**config.mk**
```make
export PLATFORM = sky130hd
export DESIGN_NAME = incremental_fuzzy_pid_controller
export DESIGN_NICKNAME = d
export VERILOG_FILES = /design/src/hw/rtl/ifpc_pkg.sv /design/src/hw/rtl/ifpc_div.sv /design/src/hw/rtl/incremental_fuzzy_pid_controller.sv
export SDC_FILE = /design/constraint.sdc
export NUM_CORES = 2
export LEC_CHECK = 0
export ABC_CLOCK_PERIOD_IN_PS = 9600
export BUFFER_PORTS_ARGS = -buffer_cell sky130_fd_sc_hd__buf_2
export CAP_MARGIN = 20
export CORE_MARGIN = 1
export CORE_UTILIZATION = 65
export DETAILED_ROUTE_END_ITERATION = 6
export GPL_TIMING_DRIVEN = 0
export PLACE_DENSITY_LB_ADDON = 0.2
export SLEW_MARGIN = 15
export SYNTH_ARGS = -nofsm -noshare
export SYNTH_HDL_FRONTEND = slang
export SYNTH_HIERARCHICAL = 1
export SYNTH_SLANG_ARGS = --single-unit
```
**constraint.sdc**
```tcl
create_clock -name clk -period 9.6 [get_ports clk]
set_input_delay 0 -clock clk [delete_from_list [all_inputs] [get_ports clk]]
set_output_delay 0 -clock clk [all_outputs]
set_load 0.03 [all_outputs]
```
**src/hw/rtl/ifpc_pkg.sv**
```systemverilog
// ----------------------------------------------------------------------------
// ifpc_pkg
// shared types, constants and helper functions of the fuzzy increment controller
// ----------------------------------------------------------------------------
package ifpc_pkg;

  localparam int SAMPLE_W = 16;
  localparam int HALF_W   = 15;
  localparam int SCALE_W  = 13;
  localparam int LEVEL_W  = 24;
  localparam int ERR_W    = 18;
  localparam int DELTA_W  = 19;
  localparam int FZ_W     = 20;   // working width of the fuzzifier compares
  localparam int DIV_W    = 18;   // numerator / denominator width
  localparam int DIV_BITS = 12;   // quotient bits, Q0.12 membership
  localparam int CNT_W    = $clog2(DIV_BITS + 1);
  localparam int CFG_IW   = 3;
  localparam int CFG_DW   = 24;
  localparam logic [SCALE_W-1:0] ONE_Q12 = SCALE_W'(4096);

  // register indexes
  localparam logic [CFG_IW-1:0] REG_SETPOINT   = 3'd0;
  localparam logic [CFG_IW-1:0] REG_ERR_HW     = 3'd1;
  localparam logic [CFG_IW-1:0] REG_DELTA_HW   = 3'd2;
  localparam logic [CFG_IW-1:0] REG_CSCALE     = 3'd3;
  localparam logic [CFG_IW-1:0] REG_LEVEL_NEG  = 3'd4;
  localparam logic [CFG_IW-1:0] REG_LEVEL_ZERO = 3'd5;
  localparam logic [CFG_IW-1:0] REG_LEVEL_POS  = 3'd6;

  typedef enum logic [1:0] {
    LVL_NEG  = 2'd0,
    LVL_ZERO = 2'd1,
    LVL_POS  = 2'd2
  } lvl_t;

  typedef struct packed {
    logic             start;
    logic [DIV_W-1:0] num;
    logic [DIV_W-1:0] den;
  } div_req_t;

  typedef struct packed {
    logic                done;
    logic [DIV_BITS-1:0] q;
  } div_rsp_t;

  typedef struct packed {
    logic             div;   // weight comes from the divider
    logic             b;     // 0: N/Z pair, 1: Z/P pair
    logic [12:0]      h;     // upper-label weight when no division
    logic [DIV_W-1:0] num;
    logic [DIV_W-1:0] den;
  } fz_t;

  // pick the label pair and the interpolation terms
  function automatic fz_t fuzz(input logic signed [FZ_W-1:0] x,
                               input logic signed [FZ_W-1:0] w,
                               input logic signed [FZ_W-1:0] c);
    fz_t f;
    logic signed [FZ_W-1:0] lo_num, lo_den, hi_num, hi_den;
    lo_num = x + w;
    lo_den = c + w;
    hi_num = x - c;
    hi_den = w - c;
    f.div = 1'b0;
    f.b   = 1'b0;
    f.h   = 13'd0;
    f.num = '0;
    f.den = '0;
    if (x <= -w) begin
      f.h = 13'd0;
    end else if (x < c) begin
      f.div = 1'b1;
      f.num = lo_num[DIV_W-1:0];
      f.den = lo_den[DIV_W-1:0];
    end else if (x == c) begin
      f.h = ONE_Q12;
    end else if (x < w) begin
      f.div = 1'b1;
      f.b   = 1'b1;
      f.num = hi_num[DIV_W-1:0];
      f.den = hi_den[DIV_W-1:0];
    end else begin
      f.b = 1'b1;
      f.h = ONE_Q12;
    end
    return f;
  endfunction

  // rule table, row delta label, column error label
  function automatic lvl_t rule_lvl(input logic [1:0] d, input logic [1:0] e);
    lvl_t r;
    case (e)
      2'd0: r = LVL_NEG;
      2'd2: r = LVL_POS;
      default: begin
        case (d)
          2'd0:    r = LVL_NEG;
          2'd1:    r = LVL_ZERO;
          default: r = LVL_POS;
        endcase
      end
    endcase
    return r;
  endfunction

endpackage

```
**src/hw/rtl/ifpc_div.sv**
```systemverilog
// ----------------------------------------------------------------------------
// ifpc_div
// restoring divider, one quotient bit per cycle, gives floor((num << 12) / den)
// ----------------------------------------------------------------------------
module ifpc_div
  import ifpc_pkg::*;
(
  input  logic     clk,
  input  logic     rst_n,
  input  div_req_t req,
  output div_rsp_t rsp
);

  logic [DIV_W-1:0]    rem_r, den_r, rem_nxt;
  logic [DIV_BITS-1:0] q_r, q_nxt;
  logic [CNT_W-1:0]    cnt_r;
  logic                done_r;
  logic [DIV_W:0]      r2;

  always_comb begin
    r2 = {rem_r, 1'b0};
    if (r2 >= {1'b0, den_r}) begin
      rem_nxt = DIV_W'(r2 - {1'b0, den_r});
      q_nxt   = {q_r[DIV_BITS-2:0], 1'b1};
    end else begin
      rem_nxt = r2[DIV_W-1:0];
      q_nxt   = {q_r[DIV_BITS-2:0], 1'b0};
    end
  end

  always_ff @(posedge clk) begin
    if (!rst_n) begin
      cnt_r  <= '0;
      done_r <= 1'b0;
    end else begin
      done_r <= 1'b0;
      if (req.start) begin
        cnt_r <= CNT_W'(DIV_BITS);
      end else if (cnt_r != '0) begin
        cnt_r <= cnt_r - 1'b1;
        if (cnt_r == CNT_W'(1)) begin
          done_r <= 1'b1;
        end
      end
    end
  end

  always_ff @(posedge clk) begin
    if (req.start) begin
      rem_r <= req.num;
      den_r <= req.den;
      q_r   <= '0;
    end else if (cnt_r != '0) begin
      rem_r <= rem_nxt;
      q_r   <= q_nxt;
    end
  end

  assign rsp.done = done_r;
  assign rsp.q    = q_r;

endmodule

```
**src/hw/rtl/incremental_fuzzy_pid_controller.sv**
```systemverilog
// ----------------------------------------------------------------------------
// incremental_fuzzy_pid_controller
// incremental fuzzy controller: error and error change fuzzified, rule outputs
// blended into an increment that is added to a saturating drive
// ----------------------------------------------------------------------------
// One sample word is taken at a time and one result word comes out for it.
// On the way from acceptance to a valid result, each membership whose value
// falls inside a slope goes through the shared bit-serial divider, one
// quotient bit per cycle, and the four rule terms are formed in turn, each
// a weight product and then a product with the selected level.
// A result waiting on out_ready does not stop the next sample from being
// accepted. Configuration words are written on the cfg channel, which is
// always ready; write them only while the block is idle.
module incremental_fuzzy_pid_controller
  import ifpc_pkg::*;
(
  input  logic                        clk,
  input  logic                        rst_n,
  // sample channel
  input  logic                        in_valid,
  output logic                        in_ready,
  input  logic signed [SAMPLE_W-1:0]  in_sample,
  // result channel
  output logic                        out_valid,
  input  logic                        out_ready,
  output logic signed [LEVEL_W-1:0]   out_drive,
  output logic signed [LEVEL_W-1:0]   out_increment,
  output logic                        out_saturated,
  // configuration channel
  input  logic                        cfg_valid,
  output logic                        cfg_ready,
  input  logic [CFG_IW-1:0]           cfg_index,
  input  logic [CFG_DW-1:0]           cfg_data
);

  typedef enum logic [7:0] {
    S_IDLE   = 8'b0000_0001,
    S_CENTRE = 8'b0000_0010,
    S_EFUZ   = 8'b0000_0100,
    S_EDIV   = 8'b0000_1000,
    S_DFUZ   = 8'b0001_0000,
    S_DDIV   = 8'b0010_0000,
    S_MAC    = 8'b0100_0000,
    S_DONE   = 8'b1000_0000
  } state_t;

  state_t state_r, state_nxt;

  // configuration registers
  logic signed [SAMPLE_W-1:0] setpoint_r;
  logic [HALF_W-1:0]          err_hw_r, delta_hw_r;
  logic [SCALE_W-1:0]         cscale_r;
  logic signed [LEVEL_W-1:0]  lvl_neg_r, lvl_zero_r, lvl_pos_r;

  // controller state
  logic signed [ERR_W-1:0]    last_error_r;
  logic signed [LEVEL_W-1:0]  acc_drive_r;

  // per-word working registers
  logic signed [ERR_W-1:0]    error_r, centre_r;
  logic signed [DELTA_W-1:0]  delta_r;
  logic [12:0]                he_r, hd_r;
  logic                       eb_r, db_r;
  logic [1:0]                 step_r;
  logic                       phase_r;
  logic [25:0]                prod_r;
  logic signed [51:0]         acc_r;

  // output register
  logic                       out_valid_r;
  logic signed [LEVEL_W-1:0]  out_drive_r, out_inc_r;
  logic                       out_sat_r;

  div_req_t div_req;
  div_rsp_t div_rsp;

  ifpc_div u_div (
    .clk   (clk),
    .rst_n (rst_n),
    .req   (div_req),
    .rsp   (div_rsp)
  );

  assign cfg_ready = 1'b1;
  assign in_ready  = (state_r == S_IDLE);
  wire   in_acc    = in_valid && in_ready;
  wire   load_out  = (state_r == S_DONE) && (!out_valid_r || out_ready);

  // error of the incoming sample, full width
  wire signed [ERR_W-1:0] err_in = ERR_W'(setpoint_r) - ERR_W'(in_sample);

  // fuzzifier front ends, error around its centre, delta around zero
  fz_t fz_e, fz_d;
  always_comb begin
    fz_e = fuzz(FZ_W'(error_r), FZ_W'({1'b0, err_hw_r}), FZ_W'(centre_r));
    fz_d = fuzz(FZ_W'(delta_r), FZ_W'({1'b0, delta_hw_r}), FZ_W'(0));
  end

  always_comb begin
    div_req.start = 1'b0;
    div_req.num   = fz_e.num;
    div_req.den   = fz_e.den;
    if (state_r == S_EFUZ) begin
      div_req.start = fz_e.div;
    end else if (state_r == S_DFUZ) begin
      div_req.start = fz_d.div;
      div_req.num   = fz_d.num;
      div_req.den   = fz_d.den;
    end
  end

  // centre = h * error, truncated toward zero, unless h is one
  logic [SCALE_W-1:0]      h_eff;
  logic [ERR_W-1:0]        mag;
  logic [29:0]             cprod;
  logic signed [ERR_W-1:0] centre_nxt;
  always_comb begin
    h_eff = (cscale_r > ONE_Q12) ? ONE_Q12 : cscale_r;
    mag   = error_r[ERR_W-1] ? ERR_W'(-error_r) : ERR_W'(error_r);
    cprod = 30'(mag[16:0]) * 30'(h_eff);
    if (h_eff == ONE_Q12) begin
      centre_nxt = '0;
    end else if (error_r[ERR_W-1]) begin
      centre_nxt = -$signed({1'b0, cprod[28:12]});
    end else begin
      centre_nxt = $signed({1'b0, cprod[28:12]});
    end
  end

  // rule term: weight pair product, then times the selected level
  logic [12:0]               me, md;
  lvl_t                      lsel;
  logic signed [LEVEL_W-1:0] lvl;
  logic signed [50:0]        term;
  always_comb begin
    me   = step_r[1] ? he_r : 13'(ONE_Q12 - he_r);
    md   = step_r[0] ? hd_r : 13'(ONE_Q12 - hd_r);
    lsel = rule_lvl(2'(db_r) + 2'(step_r[0]), 2'(eb_r) + 2'(step_r[1]));
    case (lsel)
      LVL_NEG:  lvl = lvl_neg_r;
      LVL_ZERO: lvl = lvl_zero_r;
      default:  lvl = lvl_pos_r;
    endcase
    term = 51'($signed({1'b0, prod_r})) * 51'(lvl);
  end

  // round half up to Q12.12, then saturating drive update
  logic signed [51:0]        rnd;
  logic signed [LEVEL_W-1:0] inc;
  logic signed [LEVEL_W:0]   nd;
  logic signed [LEVEL_W-1:0] drive_nxt;
  logic                      sat_nxt;
  always_comb begin
    rnd = acc_r + 52'sd8388608;
    inc = rnd[47:24];
    nd  = {acc_drive_r[LEVEL_W-1], acc_drive_r} + {inc[LEVEL_W-1], inc};
    if (nd[LEVEL_W] != nd[LEVEL_W-1]) begin
      sat_nxt   = 1'b1;
      drive_nxt = nd[LEVEL_W] ? {1'b1, {(LEVEL_W-1){1'b0}}} : {1'b0, {(LEVEL_W-1){1'b1}}};
    end else begin
      sat_nxt   = 1'b0;
      drive_nxt = nd[LEVEL_W-1:0];
    end
  end

  // sequencer
  always_comb begin
    state_nxt = state_r;
    case (state_r)
      S_IDLE:   if (in_acc) state_nxt = S_CENTRE;
      S_CENTRE: state_nxt = S_EFUZ;
      S_EFUZ:   state_nxt = fz_e.div ? S_EDIV : S_DFUZ;
      S_EDIV:   if (div_rsp.done) state_nxt = S_DFUZ;
      S_DFUZ:   state_nxt = fz_d.div ? S_DDIV : S_MAC;
      S_DDIV:   if (div_rsp.done) state_nxt = S_MAC;
      S_MAC:    if (phase_r && step_r == 2'd3) state_nxt = S_DONE;
      S_DONE:   if (load_out) state_nxt = S_IDLE;
      default:  state_nxt = S_IDLE;
    endcase
  end

  // control state and configuration
  always_ff @(posedge clk) begin
    if (!rst_n) begin
      state_r      <= S_IDLE;
      out_valid_r  <= 1'b0;
      last_error_r <= '0;
      acc_drive_r  <= '0;
      setpoint_r   <= 16'sd4096;
      err_hw_r     <= 15'd4096;
      delta_hw_r   <= 15'd4096;
      cscale_r     <= ONE_Q12;
      lvl_neg_r    <= -24'sd40960;
      lvl_zero_r   <= '0;
      lvl_pos_r    <= 24'sd40960;
    end else begin
      state_r <= state_nxt;
      if (cfg_valid && cfg_ready) begin
        case (cfg_index)
          REG_SETPOINT:   setpoint_r <= cfg_data[SAMPLE_W-1:0];
          REG_ERR_HW:     err_hw_r   <= cfg_data[HALF_W-1:0];
          REG_DELTA_HW:   delta_hw_r <= cfg_data[HALF_W-1:0];
          REG_CSCALE:     cscale_r   <= cfg_data[SCALE_W-1:0];
          REG_LEVEL_NEG:  lvl_neg_r  <= cfg_data[LEVEL_W-1:0];
          REG_LEVEL_ZERO: lvl_zero_r <= cfg_data[LEVEL_W-1:0];
          REG_LEVEL_POS:  lvl_pos_r  <= cfg_data[LEVEL_W-1:0];
          default: ;
        endcase
      end
      // last error moves on as soon as the delta is captured
      if (in_acc) begin
        last_error_r <= err_in;
      end
      if (load_out) begin
        out_valid_r <= 1'b1;
        acc_drive_r <= drive_nxt;
      end else if (out_ready) begin
        out_valid_r <= 1'b0;
      end
    end
  end

  // datapath
  always_ff @(posedge clk) begin
    case (state_r)
      S_IDLE: begin
        if (in_acc) begin
          error_r <= err_in;
          delta_r <= DELTA_W'(err_in) - DELTA_W'(last_error_r);
        end
      end
      S_CENTRE: centre_r <= centre_nxt;
      S_EFUZ: begin
        eb_r <= fz_e.b;
        he_r <= fz_e.h;
      end
      S_EDIV: if (div_rsp.done) he_r <= {1'b0, div_rsp.q};
      S_DFUZ: begin
        db_r    <= fz_d.b;
        hd_r    <= fz_d.h;
        step_r  <= '0;
        phase_r <= 1'b0;
        acc_r   <= '0;
      end
      S_DDIV: if (div_rsp.done) hd_r <= {1'b0, div_rsp.q};
      S_MAC: begin
        phase_r <= ~phase_r;
        if (!phase_r) begin
          prod_r <= 26'(me) * 26'(md);
        end else begin
          acc_r  <= acc_r + 52'(term);
          step_r <= step_r + 1'b1;
        end
      end
      S_DONE: begin
        if (load_out) begin
          out_drive_r <= drive_nxt;
          out_inc_r   <= inc;
          out_sat_r   <= sat_nxt;
        end
      end
      default: ;
    endcase
  end

  assign out_valid     = out_valid_r;
  assign out_drive     = out_drive_r;
  assign out_increment = out_inc_r;
  assign out_saturated = out_sat_r;

endmodule

```
# After elaboration in Yosys (flattened, before gate mapping)
# Index checks and enable logic that the tools add are counted.
[word_totals]
reg_bits = 446
in_bits = 48
output_inout_bits = 52
elab_cells = 194
[classes]
addsub = 21
n_mul = 3
n_lt_le_gt_ge = 8
n_eq_ne = 28
mux = 63
n_bitwise = 4
n_reduce_logical = 35
[op_table]
columns = ["op", "count"]
rows = [
  ["two-way mux 36 bit", 9],
  ["two-way mux 13 bit", 10],
  ["case mux 52 bit (2 select lines)", 1],
  ["case mux 8 bit (8 select lines)", 1],
  ["two-way mux 18 bit", 3],
  ["adder 52 x 51 -> 52 bit", 1],
  ["two-way mux 52 bit", 1],
  ["case mux 13 bit (2 select lines)", 2],
  ["multiplier 27 x 24 -> 51 bit", 1],
  ["adder 48 x 25 -> 48 bit, second input constant", 1],
  ["two-way mux 24 bit", 2],
  ["case mux 24 bit (2 select lines)", 1],
  ["two-way mux 8 bit", 5],
  ["negation 15 -> 20 bit", 2],
  ["two-way mux 37 bit", 1],
  ["adder 18 x 16 -> 18 bit", 2],
  ["two-way mux 17 bit", 2],
  ["multiplier 17 x 13 -> 29 bit", 1],
  ["two-way mux 14 bit", 2],
  ["multiplier 13 x 13 -> 26 bit", 1],
  ["AND reduction 2 bit", 13],
  ["subtractor 13 bit, first input constant", 2],
  ["adder 24 x 24 -> 25 bit", 1],
  ["<= comparator 17 x 20 -> 1 bit", 1],
  ["56 further kinds", 96],
]

# Logic depth before layout (Yosys ltp)
[depth]
word_depth = 10
ltp_mapped = 33
mapped_depth_nobuf = 31

# Hierarchy
# The synthesis kept the hierarchy.
[modules_own_cells]
columns = ["module", "n_inst", "cells_per_inst", "area_each_um2"]
rows = [
  ["incremental_fuzzy_pid_controller", 1, 6669, 58258.4],
  ["ifpc_div", 1, 344, 3256.9],
]

# Worst setup path before layout
# OpenSTA, ideal clock, no wires.
[synth_timing]
kind = "register -> register"
from = "reg step_r[1]"
to = "reg acc_r[43] (data pin)"
setup_time_ps = 260
arrival_ps = 8411
t_required_ps = 9340
path_slack_ps = 929
stages_incl_launch_ff = 33
synth_period_minus_slack_ps = 8671
path_cell_list = "edfxtp_1 > ha_1 > mux2i_1 > clkbuf_1 > o22ai_1 > nor2_1 > clkbuf_1 > nand2_1 > fa_1 > inv_1 > fa_1 > inv_1 > fa_1 > inv_1 > fa_1 > inv_1 > fa_1 > inv_1 > fa_1 > inv_1 > fa_1 > inv_1 > ha_1 > a21o_1 > a21o_1 > a21o_1 > a21o_1 > a211o_1 > o22a_1 > a31oi_2 > o211a_1 > o21bai_1 > mux2i_1"
[synth_between]
elab_chain_len = 9
[synth_rtl]
columns = ["element", "line", "text"]
rows = [
  ["start: declaration", "incremental_fuzzy_pid_controller.sv:64", "logic [1:0] step_r;"],
  ["start signal: assignment", "incremental_fuzzy_pid_controller.sv:252", "step_r <= step_r + 1'b1;"],
  ["adder 1 x 1 -> 2 bit *", "incremental_fuzzy_pid_controller.sv:138", "lsel = rule_lvl(2'(db_r) + 2'(step_r[0]), 2'(eb_r) + 2'(step_r[1]));"],
  ["== test 2 bit or zero test 2 bit (tied branches)", "ifpc_pkg.sv:93", "case (e)"],
  ["case mux 2 bit (2 select lines) *", "ifpc_pkg.sv:93", ""],
  ["== test 2 x 1 -> 1 bit or zero test 2 bit (tied branches)", "incremental_fuzzy_pid_controller.sv:139", "case (lsel)"],
  ["case mux 24 bit (2 select lines) *", "incremental_fuzzy_pid_controller.sv:139", ""],
  ["multiplier 27 x 24 -> 51 bit *", "incremental_fuzzy_pid_controller.sv:144", "term = 51'($signed({1'b0, prod_r})) * 51'(lvl);"],
  ["adder 52 x 51 -> 52 bit *", "incremental_fuzzy_pid_controller.sv:251", "acc_r <= acc_r + 52'(term);"],
  ["two-way mux 52 bit *", "incremental_fuzzy_pid_controller.sv:248", "if (!phase_r) begin"],
  ["case mux 52 bit (2 select lines) *", "incremental_fuzzy_pid_controller.sv:225", "case (state_r)"],
  ["end signal: assignment", "incremental_fuzzy_pid_controller.sv:251", ""],
  ["end: declaration", "incremental_fuzzy_pid_controller.sv:67", "logic signed [51:0] acc_r;"],
]
# Every way passes the cells marked *; elsewhere a longest branch is shown, timed or not. The select of a mux whose other input is x is not followed.
# A chain may end at the register's enable or synchronous reset.

# Final worst setup path
[layout_timing]
from = "reg step_r[1]"
to = "reg acc_r[40] (data pin)"
# The elaborated chain is that of the path after synthesis.

==> results_dict.tcl <==
set metrics [dict create \
    status "complete, but fails checks" \
    violations "design-rule violations" \
    synth_fp_nets 8481 \
    clock-sinks 441 \
    maxCapViolCount 0 \
    fin_ws_ns 0.08905 \
    muxShareOfSynthArea_pct 0.6061 \
    fin_util_pct 70.91 \
    grt_pass1_vias 50974 \
    post_drt_wl_per_cell_microns 21.77 \
    rows 112 \
    syn_inst 7013 \
    die_h_microns 309.6 \
    overflow 0 \
    path_clk_slew_ns 0.06 \
    synth-compound-area-share_pct 10.31 \
    drt-pass1-iter-count 7 \
    synth_top_family_by_area "adder cells" \
    fin_nets 8692 \
    finalHoldViolations 0 \
    cellPowerDensity_mw_per_mm2 191.2 \
    port-buffer-count 98 \
    cts_buffers 51 \
    via_per_inst 5.943 \
    setup_tns_ns 0 \
    cts_tree "built" \
    syn_area_sq_mm 0.06152 \
    fillCellCount 7375 \
    cp_common_cell "fa_1" \
    crit_arrival_ns 9.88 \
    core_sq_mm 0.09347 \
    h-tree-depth 2 \
    synth_area_leaders "fa_1, edfxtp_1, ha_1, inv_1, nand2_1" \
    skew_ns 0.04214 \
    p_leak_nw 31.08 \
    synthAdderAreaFrac_pct 39.43 \
    synth_xor_area_share_pct 4.253 \
    yosys.area_share.simple_pct 17.91 \
    slew_headroom_pct 27.40 \
    drt_iter0_drc 4299 \
    dp_hpwl_mm 151.2 \
    synth_top_area_cell "fa_1" \
    cp-end-kind "register" \
    io_pins 100 \
    vdd_ir_drop_max_mv 0.2338 \
    async_flop_share_pct 0 \
    wl_met2_mm 84.94 \
    synthFlopType "edfxtp_1" \
    cts_root_buf "clkbuf_16" \
    dieArea_sq_mm 0.09587 \
    wirelength_mm 185.6 \
    synth-seq-area-share_pct 18.31 \
    synth_top_area_share_pct 28.12 \
    cp-startpoint "step_r[1]$_SDFFCE_PN0P_" \
    synth-edff-count 243 \
    rsz0062_at_grt "true" \
    place_ws_ns -1.316 \
    min_from "in_sample[10]" \
    synth_common_cells "inv_1, nand2_1, fa_1" \
    route.detailed.drc 2 \
    antenna_found_initial 7 \
    worstMarginPinSlew_ns 1.081 \
    grt_pass1_wl_mm 285.1 \
    syn_to_final_growth_pct 7.741 \
    wl_met3_mm 17.16 \
    yosysMostFrequentCell "inv_1" \
    initial_utilization_pct 65.81 \
    ys_warn_count 6 \
    cp-start-kind "register" \
    cp_max_fo 10 \
    finalCritPeriodShare_pct 99.07 \
    grt_use_total_pct 39.30 \
    fp.dieW_microns 309.6 \
    slowest_stage "nor2_1" \
    synth_cell_types 105 \
    synth-seq-cells 441 \
    grt_max_degree 59 \
    m1WireLength_mm 69.50 \
    vias 50660 \
    ant_nets 0 \
    critPathKind "register to register" \
    routed.top_layer "met5" \
    fmax_mhz 105.1 \
    critPathRequiredTime_ns 9.97 \
    rrSetupSlack_ns 0.09 \
    hold_path_class "primary input to register" \
    post-route-min-period_ns 9.511 \
    avgSynthCellArea_sq_um 8.772 \
    finalSetupViolations 0 \
    cp_slowest_stage_delay_ns 0.62 \
    clk-insertion-delay-late_ns 0.68 \
    place.gp.congestion 1.048 \
    cts_max_path_buffers 3 \
    r2r-start "step_r[1]$_SDFFCE_PN0P_" \
    final_layout_size_suffix_gt1_share_pct 5.092 \
    finalMaxSlewViolations 0 \
]
## area by class of cell
cell class	count	area, sq um	area share [%]
Inverter	1197	4497	6.785
Sequential cell	441	11260	16.99
Tap cell	1254	1569	2.367
Clock buffer	61	1344	2.028
Multi-Input combinational cell	5086	44830	67.64
Timing Repair Buffer	161	1149	1.733
Clock inverter	35	404.1	0.6098
Antenna cell	4	10.01	0.01510
Buffer	286	1217	1.837
## path summary, 6_finish.rpt
| path | end | cells past startpoint |
|---|---|---|
| worst max-delay path | acc_r[40]$_SDFFCE_PN0P_ | 27 |
| worst min-delay path | error_r[10]$_DFFE_PP_ | 4 |
| worst max register to register | acc_r[40]$_SDFFCE_PN0P_ | 27 |
| worst min register to register | cscale_r[5]$_SDFFE_PN0P_ | 2 |
## layer usage
metal | up-vias | track usage, %
li1 | 22705 | -
met1 | 24840 | 48.33
met2 | 2466 | 63.47
met3 | 641 | 8.245
met4 | 8 | 24.33
met5 | - | 0
## power breakdown
part | switching (mW) | leakage (nW) | internal [mW]
Clock | 0.905 | 0.831 | 1.15
Combinational | 4.83 | 26.5 | 3.23
Sequential | 0.249 | 3.70 | 2.30
Total | 5.99 | 31.1 | 6.69
## metrics by stage
| stage | hold WS, ns | instance area, sq um | total power, mW | cells |
|---|---|---|---|---|
| 6_report | 0.04878 | 66280 | 12.67 | 8525 |
| 5_1_grt | 0.05014 | 66270 | 13.56 | 8521 |
| 4_1_cts | 0.002131 | 66050 | 12.40 | 8510 |
| 3_5_place_dp | 0.2616 | 63710 | 10.22 | 8371 |
| 3_3_place_gp | 0.2478 | 63570 | 10.03 | 8365 |
| 2_1_floorplan | 0.1175 | 61520 | 8.198 | 7013 |
## critical path: cells and delay by family, from the launching register on
family / cells / cell delay [ns]
AOI/OAI and AO/OA: 4 / 1.01
xor gates and xnor gates: 1 / 0.17
adders and majority gates: 9 / 4.18
buffers and inverters: 5 / 1.04
DFF: 1 / 0.44
muxes: 1 / 0.39
and+or+nand+nor: 7 / 1.95
## sequential cells by signal, indices dropped and copies added, names as in the netlist, 24 cells and up
name,count
acc_drive_r,24
acc_r,48
lvl_neg_r,24
lvl_pos_r,24
lvl_zero_r,24
out_drive,24
out_increment,24
prod_r,26
## layout by cell type, fill, tap and decap left out, types with 78 or more instances in the layout
cell type / synthesis / routed
dfxtp_1: 198 / 198
fa_1: 864 / 864
a21o_1: 82 / 82
o21ai_0: 145 / 145
xor2_1: 96 / 95
nor2b_1: 87 / 87
ha_1: 556 / 556
xnor2_1: 199 / 198
and2_1: 330 / 330
edfxtp_1: 243 / 243
buf_2: 10 / 109
nor3_1: 78 / 78
clkbuf_1: 256 / 220
nor2_1: 435 / 414
a21oi_1: 223 / 222
inv_1: 1194 / 1193
nand2_1: 1123 / 1122
a21boi_0: 131 / 131
## kinds of logic (layout without fill, tap and decap cells)
logic type | Yosys count | count (layout)
mux | 35 | 35
fa+ha+maj | 1420 | 1420
flops | 441 | 441
other cells | 1 | 5
buf+inv | 1486 | 1740
compound gates | 946 | 946
simple gates | 2387 | 2387
xor+xnor | 297 | 297
## repair_timing
| item | 4_1_cts | 5_1_grt |
|---|---|---|
| setup buffers | 5 | 10 |
| setup endpoints to repair | 26 | 26 |
| pin swaps | 3 | 6 |
| resized for setup | 57 | 59 |
| hold buffers | 39 | 0 |
| hold endpoints to repair | 149 | 0 |
(Power assumes the default switching activity.)
